`src/rtl/core/sssrs_pkg.sv`:
```
// Shared types and codes for the shortest-seek request scheduler.
// No dependencies; included first.
`timescale 1ns / 1ps
package sssrs_pkg;
  localparam int unsigned SectorW = 48;
  localparam int unsigned CountW  = 6;

  typedef enum logic [1:0] {
    ST_ADDED      = 2'd0,
    ST_DISPATCHED = 2'd1,
    ST_EMPTY      = 2'd2,
    ST_FULL       = 2'd3
  } status_t;

  localparam logic MODE_ADD      = 1'b0;
  localparam logic MODE_DISPATCH = 1'b1;

  typedef struct packed {
    logic               mode;
    logic [SectorW-1:0] sector;
  } req_t;

  typedef struct packed {
    logic [1:0]         status;
    logic [SectorW-1:0] dispatched_sector;
    logic [CountW-1:0]  pending_count;
  } rsp_t;
endpackage

```
`src/rtl/core/sssrs_cell.sv`:
```
// One queue slot: holds a sector, shifts down to close a gap.
// Depends on nothing but its parameter.
`timescale 1ns / 1ps
module sssrs_cell #(
  parameter int unsigned SECTOR_BITS = 48
) (
  input  logic                   clk,
  input  logic                   load,
  input  logic                   shift,
  input  logic [SECTOR_BITS-1:0] load_sector,
  input  logic [SECTOR_BITS-1:0] upper_sector,
  output logic [SECTOR_BITS-1:0] sector
);
  always_ff @(posedge clk) begin
    if (load) begin
      sector <= load_sector;
    end else if (shift) begin
      sector <= upper_sector;
    end
  end
endmodule

```
`src/rtl/core/shortest_seek_request_scheduler_top.sv`:
```
// Top level: request queue as a row of cells plus a scan/shift sequencer.
// Depends on sssrs_pkg and sssrs_cell.
`timescale 1ns / 1ps
//
//  channel | dir | handshake      | payload
//  --------+-----+----------------+----------------------------
//  req     | in  | req_valid/stall| mode, sector
//  rsp     | out | rsp_valid/stall| status, dispatched_sector,
//          |     |                | pending_count
//
// Add: the result is registered on accept. Dispatch: one slot per
// cycle through a single distance comparator, then the cells from the
// chosen slot up to the last one shift down one at a time. Reset
// clears count, last sector and the control; slot contents need none.
// A stalled result holds and blocks the next transfer on req.
module shortest_seek_request_scheduler_top #(
  parameter int unsigned QUEUE_DEPTH = 32,
  parameter int unsigned SECTOR_BITS = 48
) (
  input  logic               clk,
  input  logic               rst,
  input  logic               req_valid,
  output logic               req_stall,
  input  sssrs_pkg::req_t    req,
  output logic               rsp_valid,
  input  logic               rsp_stall,
  output sssrs_pkg::rsp_t    rsp
);
  import sssrs_pkg::*;

  localparam int unsigned IdxW = (QUEUE_DEPTH > 1) ? $clog2(QUEUE_DEPTH) : 1;
  localparam int unsigned CntW = $clog2(QUEUE_DEPTH + 1);

  typedef enum logic [1:0] {S_IDLE, S_SCAN, S_SHIFT, S_OUT} state_t;

  state_t                 state;
  logic [CntW-1:0]        count;
  logic [SECTOR_BITS-1:0] last_sector;
  logic [IdxW-1:0]        idx;
  logic [IdxW-1:0]        best;
  logic [SECTOR_BITS-1:0] best_d;
  logic [SECTOR_BITS-1:0] best_s;

  logic [SECTOR_BITS-1:0] slot [QUEUE_DEPTH];
  logic [QUEUE_DEPTH-1:0] load_v;
  logic [QUEUE_DEPTH-1:0] shift_v;

  logic                   take;
  logic [SECTOR_BITS-1:0] in_sec;
  logic [SECTOR_BITS-1:0] cur;
  logic [SECTOR_BITS-1:0] cur_d;

  assign req_stall = (state != S_IDLE);
  assign take = req_valid && !req_stall;

  // Sector masked to SECTOR_BITS (zero-extend when wider than the field).
  always_comb begin
    in_sec = '0;
    for (int b = 0; b < SECTOR_BITS; b++) begin
      if (b < SectorW) in_sec[b] = req.sector[b];
    end
  end

  assign cur   = slot[idx];
  assign cur_d = (cur > last_sector) ? (cur - last_sector) : (last_sector - cur);

  // Each cell either loads a new tail entry or takes its upper neighbor.
  for (genvar g = 0; g < QUEUE_DEPTH; g++) begin : g_cell
    logic [SECTOR_BITS-1:0] up;
    if (g == QUEUE_DEPTH - 1) begin : g_top
      assign up = '0;
    end else begin : g_mid
      assign up = slot[g+1];
    end
    assign load_v[g]  = take && (req.mode == MODE_ADD) &&
                        (count < CntW'(QUEUE_DEPTH)) && (count == CntW'(g));
    assign shift_v[g] = (state == S_SHIFT) && (idx == IdxW'(g));
    sssrs_cell #(.SECTOR_BITS(SECTOR_BITS)) u_cell (
      .clk         (clk),
      .load        (load_v[g]),
      .shift       (shift_v[g]),
      .load_sector (in_sec),
      .upper_sector(up),
      .sector      (slot[g])
    );
  end

  // Result sector narrowed/extended to the 48-bit field.
  function automatic logic [SectorW-1:0] to_out(input logic [SECTOR_BITS-1:0] s);
    logic [SectorW-1:0] r;
    r = '0;
    for (int b = 0; b < SectorW; b++) begin
      if (b < SECTOR_BITS) r[b] = s[b];
    end
    return r;
  endfunction

  always_ff @(posedge clk) begin
    if (rst) begin
      state       <= S_IDLE;
      count       <= '0;
      last_sector <= '0;
      rsp_valid   <= 1'b0;
      idx         <= '0;
    end else begin
      unique case (state)
        S_IDLE: begin
          if (take) begin
            if (req.mode == MODE_ADD) begin
              rsp.dispatched_sector <= '0;
              if (count >= CntW'(QUEUE_DEPTH)) begin
                rsp.status <= ST_FULL;
                rsp.pending_count <= CountW'(count);
              end else begin
                rsp.status <= ST_ADDED;
                rsp.pending_count <= CountW'(count + 1'b1);
                count <= count + 1'b1;
              end
              rsp_valid <= 1'b1;
              state <= S_OUT;
            end else if (count == '0) begin
              rsp.status <= ST_EMPTY;
              rsp.dispatched_sector <= '0;
              rsp.pending_count <= '0;
              rsp_valid <= 1'b1;
              state <= S_OUT;
            end else begin
              idx    <= '0;
              best   <= '0;
              best_d <= '1;
              state  <= S_SCAN;
            end
          end
        end
        S_SCAN: begin
          // strict less keeps the oldest on a tie; idx 0 always wins first
          if (idx == '0 || cur_d < best_d) begin
            best_d <= cur_d;
            best   <= idx;
            best_s <= cur;
          end
          if (CntW'(idx) == count - 1'b1) begin
            idx <= (idx == '0 || cur_d < best_d) ? idx : best;
            state <= S_SHIFT;
          end else begin
            idx <= idx + 1'b1;
          end
        end
        S_SHIFT: begin
          if (CntW'(idx) >= count - 1'b1) begin
            count <= count - 1'b1;
            last_sector <= best_s;
            rsp.status <= ST_DISPATCHED;
            rsp.dispatched_sector <= to_out(best_s);
            rsp.pending_count <= CountW'(count - 1'b1);
            rsp_valid <= 1'b1;
            state <= S_OUT;
          end else begin
            idx <= idx + 1'b1;
          end
        end
        S_OUT: begin
          if (!rsp_stall) begin
            rsp_valid <= 1'b0;
            state <= S_IDLE;
          end
        end
        default: state <= S_IDLE;
      endcase
    end
  end
endmodule

```
`config.mk`:
```
export PLATFORM = sky130hd
export DESIGN_NAME = shortest_seek_request_scheduler_top
export DESIGN_NICKNAME = d
export VERILOG_FILES = /design/src/rtl/core/sssrs_pkg.sv /design/src/rtl/core/sssrs_cell.sv /design/src/rtl/core/shortest_seek_request_scheduler_top.sv
export SDC_FILE = /design/constraint.sdc
export NUM_CORES = 2
export LEC_CHECK = 0
export CAP_MARGIN = 30
export CORE_MARGIN = 2
export CORE_UTILIZATION = 45
export DETAILED_ROUTE_END_ITERATION = 16
export DONT_BUFFER_PORTS = 1
export SKIP_LAST_GASP = 1
export SLEW_MARGIN = 20
export SYNTH_ARGS = -nofsm -noshare
export SYNTH_HDL_FRONTEND = slang
export SYNTH_SLANG_ARGS = --single-unit
```
`constraint.sdc`:
```
create_clock -name clk -period 14 [get_ports clk]
set_clock_uncertainty 0.15 [all_clocks]
set_input_delay 0.7 -clock clk [delete_from_list [all_inputs] [get_ports clk]]
set_output_delay 0.7 -clock clk [all_outputs]
set_load 0.03 [all_outputs]
```
; ---- Word-level counts from Yosys, hierarchy flattened
; Index checks and enable logic that the tools add are counted.
[word_totals]
regBits = 1755
word_cells = 356
[op_classes]
add_sub_neg = 5
n_lt_le_gt_ge = 6
n_eq_ne = 76
mux = 105
bitwise = 3
reduce_logical = 118
[ops]
columns = op, count
row1 = $mux 48, 71
row2 = $bmux 48 s5, 1
row3 = $mux 56, 4
row4 = $pmux 56 s2, 1
row5 = $eq 6x5->1 const B, 16
row6 = $pmux 48 s2, 1
row7 = $sub 48x48->48, 2
row8 = $eq 5x5->1 const B, 16
row9 = $reduce_bool 2->1, 35
row10 = $logic_and 1x1->1, 67
row11 = $eq 6x4->1 const B, 8
row12 = $gt 48x48->1, 1
row13 = $lt 48x48->1, 1
row14 = $eq 5x4->1 const B, 8
row15 = $mux 5, 6
row16 = $eq 6x3->1 const B, 4
row17 = $mux 6, 4
row18 = $eq 5x3->1 const B, 4
row19 = $reduce_and 5->1, 4
row20 = $ne 2x2->1 const B, 8
row21 = $pmux 5 s3, 1
row22 = $mux 2, 7
row23 = $eq 6x2->1 const B, 2
row24 = $ge 6x6->1 const B, 2
row25 = other kinds (30), 39

; ---- Longest topological paths before layout
[logic_depth]
word_depth = 11
depth_mapped = 34
mapped_depth_nobuf = 27

; ---- Hierarchy
; A second synthesis with hierarchy kept.
[unflattened]
cells_unflattened = 5817
area_unflattened_um2 = 93942.6
[modules_own_cells]
columns = module, n_inst, cells_each, area_per_inst_um2, seq_area_each_um2
row1 = sssrs_cell, 32, 102, 2067.0, 1441.4
row2 = shortest_seek_request_scheduler_top, 1, 2553, 27799.2, 5955.7

; ---- Worst setup path before layout
; No wires, ideal clock.
[synth_path]
path_type = register -> register
start = register idx[0]
end = register best_s[0] (enable)
setup_ns = 0.523
arrival_time_ns = 10.849
path_slack_ns = 2.478
path_stages_with_launch = 32
period_less_slack_ns = 11.522
path_cell_list = dfxtp_1 clkbuf_1 clkbuf_1 clkbuf_1 buf_1 mux4_2 mux4_2 nand2_1 and2_1 inv_1 ha_1 a21o_1 o21bai_1 a211o_1 a221o_1 a211o_2 nand2_1 buf_6 mux2_2 nand2_1 nand3_1 xor2_1 ha_1 nor2b_1 o21ai_0 nand2b_1 or4_1 a41oi_1 o41a_1 or2_2 clkbuf_1 nor3b_1
[synth_between]
elab_chain_cells = 9
word_cells_on_any_way = 12
[synth_lines]
columns = element, line
row1 = "start, declared", shortest_seek_request_scheduler_top.sv:39  ; logic [IdxW-1:0] idx;
row2 = "start signal, assigned", shortest_seek_request_scheduler_top.sv:143  ; idx <= (idx == '0 || cur_d < best_d) ? idx : best;
row3 = "start signal, assigned", shortest_seek_request_scheduler_top.sv:146  ; idx <= idx + 1'b1;
row4 = "start signal, assigned", shortest_seek_request_scheduler_top.sv:159  ; idx <= idx + 1'b1;
row5 = $not 5->6 (not written as such), shortest_seek_request_scheduler_top.sv:64  ; assign cur = slot[idx];
row6 = $bmux 48 s5, shortest_seek_request_scheduler_top.sv:64
row7 = $mux 48 (not written as such) (2 in a row), shortest_seek_request_scheduler_top.sv:64
row8 = net cur[19], shortest_seek_request_scheduler_top.sv:50  ; logic [SECTOR_BITS-1:0] cur;
row9 = $gt 48x48->1, shortest_seek_request_scheduler_top.sv:65  ; assign cur_d = (cur > last_sector) ? (cur - last_sector) : (last_sector - cur);
row10 = $mux 48, shortest_seek_request_scheduler_top.sv:65
row11 = net cur_d[14], shortest_seek_request_scheduler_top.sv:51  ; logic [SECTOR_BITS-1:0] cur_d;
row12 = $lt 48x48->1, shortest_seek_request_scheduler_top.sv:137  ; if (idx == '0 || cur_d < best_d) begin
row13 = $logic_or 1x1->1, shortest_seek_request_scheduler_top.sv:137
row14 = $reduce_and 3->1 (no line), -
row15 = "end signal, assigned", shortest_seek_request_scheduler_top.sv:140  ; best_s <= cur;
row16 = "end, declared", shortest_seek_request_scheduler_top.sv:42  ; logic [SECTOR_BITS-1:0] best_s;
; The timed path passes the listed nets, and every way through them passes these cells. The select of a mux whose other input is x is not followed.
; A chain may end at the register's enable or synchronous reset.

; ---- Worst setup path in the final report
[layout_path]
start = register idx[1]
end = register best_d[41] (enable)
[layout_between]
elab_chain_cells = 10
word_cells_on_any_way = 13
[layout_lines]
columns = element, line
row1 = $not 5->6 (not written as such), shortest_seek_request_scheduler_top.sv:64
row2 = $bmux 48 s5, shortest_seek_request_scheduler_top.sv:64
row3 = $mux 48 (not written as such) (2 in a row), shortest_seek_request_scheduler_top.sv:64
row4 = net cur[39], shortest_seek_request_scheduler_top.sv:50
row5 = $gt 48x48->1, shortest_seek_request_scheduler_top.sv:65
row6 = $mux 48, shortest_seek_request_scheduler_top.sv:65
row7 = net cur_d[22], shortest_seek_request_scheduler_top.sv:51
row8 = $lt 48x48->1, shortest_seek_request_scheduler_top.sv:137
row9 = $logic_or 1x1->1, shortest_seek_request_scheduler_top.sv:137
row10 = $ne 2x2->1 (no line), -
row11 = $reduce_and 6->1 (no line), -
row12 = "end signal, assigned", shortest_seek_request_scheduler_top.sv:138  ; best_d <= cur_d;
row13 = "end, declared", shortest_seek_request_scheduler_top.sv:41  ; logic [SECTOR_BITS-1:0] best_d;
; The timed path passes the listed nets, and every way through them passes these cells. The select of a mux whose other input is x is not followed.

==> qor.yml <==
pwr:
  power_uw: 14450
  total_leakage_power_uw: 0.03383
  power_density_nw_per_um2: 141.5
  peakVddDrop_mv: 0.1421
min_path:
  hp-class: "in -> reg"
  holdPathStages: 2
critical_path:
  worstPathArrival_ps: 10790
  required_ps: 14300
  cp_max_fo: 121
  cp-end-kind: "register"
  crit_buf_inv: 4
  path_class: "reg -> reg"
  slowest_stage: "dfxtp_4"
  crit_family: "simple AND/OR/NAND/NOR gates"
  crit_cells: 26
  max_stage_delay_ps: 1020
  rr_worst_depth: 26
  crit_path_start_kind: "register"
  ff2ff_setup_slack_ps: 3510
timing:
  clock.fmax_ghz: 0.09537
  fin_tns_setup_ps: 0
  max_slew_margin: 0.2493
  final-setup-viol-count: 0
  slew_violations: 0
  fin_ws_ps: 3515
  finalCritPeriodShare: 0.7489
  worst_pin_slew_ps: 1126
  fin_crit_ps: 10490
  finalHoldViolCount: 0
  rsz0062_at_grt: "false"
yosys:
  ys_seq_area_frac: 0.5660
  yosys.area.top_type_share: 0.5525
  synth_area_sq_um: 92020
  synthFlopType: "edfxtp_1"
  ys_types: 78
  ys_ff_latch: 1755
  avgSynthCellArea_sq_um: 15.50
  ys_async_sr_fraction: 0
  synth.largest_area_cell: "edfxtp_1"
  ys_top_cells_by_area: "edfxtp_1 (55%), mux2_2 (18%), mux4_2 (12%)"
  synth_nets: 6153
  netlist_instances: 5937
  synth_edf_count: 1693
  yosys_warnings: 0
grt:
  antenna_found_initial: 9
  gr-usage-all-layers: 0.2888
  grt_pass1_vias: 55260
  grt_pass1_wl_um: 429400
  grt_max_degree: 122
  gr-total-overflow: 0
finish:
  areaGrowthSynthToFinish_pct: 10.98
  drive_above_1_share: 0.4222
  final_cells: 8654
  fillers: 16900
  nets: 6027
clock_tree:
  cts_max_level: 4
  ctsResizeCount: 0
  cts.sinks: 1755
  cts-root-buf: "clkbuf_16"
  cts_tree: "yes"
  clockBufferDepth: 3
  cts_buffers: 198
  clock_latency_ps: 870
  clkTransAtPathRegs_ps: 60
floorplanning:
  coreArea_sq_um: 202700
  ios: 111
  start_util: 0.4539
  die_h_um: 456.2
  num_rows: 165
  die-area_sq_um: 208100
  die_x_um: 456.2
placed_design:
  place.detailed.instances: 8221
  place.gp.congestion: 0.9396
  pre_cts_slack_ps: 3676
  buffer_ports.inserted: 0
  place_hpwl_um: 181600
status:
  status: "completed"
routing:
  avgRoutedWirePerCell_um: 35.22
  postRouteAntennaNets: 0
  drc: 0
  via_per_inst: 6.462
  drt_wl_total_um: 304800
  first_pass_iters: 6
  drt-initial-drc-count: 7348
  vias: 55920
run:
  maxCapViolations: 0
[state kept, by name (all words and copies together), names as in the netlist]
| name | flops |
|---|---|
| g_cell.u_cell.sector | 1536 |
| rsp_valid | 1 |
| best_s | 48 |
| rsp | 56 |
| best | 5 |
| idx | 5 |
| count | 6 |
| best_d | 48 |
| state | 2 |
| last_sector | 48 |
[where the power goes]
| part | internal [uW] | switching (uW) |
|---|---|---|
| Sequential | 6000 | 216 |
| Combinational | 1170 | 2010 |
| Clock | 2840 | 2210 |
[cells in the mapped netlist (all sizes together), types with 6 or more instances]
cell       n
ha       161
xnor2     30
a21o      47
nor2b     16
mux2i     19
clkbuf   360
o211ai    13
a211oi    14
nor3      21
edfxtp  1693
nand4     37
mux4     480
or2       16
o21a      11
or3       10
a21oi    215
inv      174
o31ai      6
mux2    1493
o22ai      7
o21bai    23
and3      54
nor4      10
a221oi     7
dfxtp     62
nand2b    46
nand3     43
o21ai    124
o31a       6
a21boi     7
nand2    317
buf      156
and2      98
xor2      22
nor2      75
[cell type report]
cell class                      count  area, sq um  area share
Multi-Input combinational cell   3492        38000      0.3721
Clock inverter                    101        840.8    0.008233
Antenna cell                        8        20.02   0.0001960
Sequential cell                  1755        52100      0.5101
Inverter                          174        653.1    0.006395
Clock buffer                      262         5338     0.05226
Timing Repair Buffer              190         1834     0.01796
Tap cell                         2672         3343     0.03274
[cells by family after synthesis]
group | after synthesis | synth area share
AND/OR/NAND/NOR | 758 | 0.04061
flip-flops | 1755 | 0.5660
XOR/XNOR | 52 | 0.004949
AO/OA/AOI/OAI | 527 | 0.03505
adder cells (fa/ha/maj) | 163 | 0.02233
buffers and inverters | 690 | 0.02883
multiplexers | 1992 | 0.3023
[stage by stage]
stage | utilization | cell area [sq um] | hold WS [ps]
floorplan | - | 92020 | 286.3
global placement | 0.4693 | 95140 | 307.0
detailed placement | 0.4698 | 95240 | 313.1
CTS | 0.5035 | 102100 | 1.946
global route | 0.5037 | 102100 | 30.64
finish | 0.5038 | 102100 | 44.28
[metal layers]
metal / routed length [um] / up-vias / track usage / share of wire
li1: - / 23020 / - / -
met1: 127600 / 29710 / 0.4112 / 0.42
met2: 141100 / 2748 / 0.4529 / 0.46
met3: 26850 / 439 / 0.05365 / 0.088
met4: 9226 / 4 / 0.08203 / 0.030
met5: 27 / - / 0 / 0.000089
[cells in the final DEF (no fill, tap or decap), types with 29 or more instances in the layout]
cell and instances:
dfxtp_1 57, clkbuf_1 52, and3_1 54, mux2_2 1492
a21o_1 47, ha_1 158, buf_4 115, edfxtp_1 1693
nand2b_1 46, xnor2_1 30, nand4_1 35, nand2_1 302
o21ai_0 93, o21ai_4 29, inv_1 173, mux4_2 480
and2_1 98, clkinv_1 49, clkbuf_16 200, nor2_1 72
a21oi_1 214
[what timing repair did]
item,in CTS,in global routing
hold buffers,51,0
setup buffers,0,0
hold endpoints to repair,1605,0
[worst paths after layout]
| kind | from | end |
|---|---|---|
| max | idx[1]$_SDFFE_PP0P_ | best_d[41]$_SDFFCE_PN1P_ |
| min | rst | count[2]$_SDFFE_PP0P_ |
| min reg2reg | last_sector[18]$_SDFFE_PP0P_ | last_sector[18]$_SDFFE_PP0P_ |
| max reg2reg | idx[1]$_SDFFE_PP0P_ | best_d[41]$_SDFFCE_PN1P_ |
No activity file was read; power rests on OpenSTA's default activity.
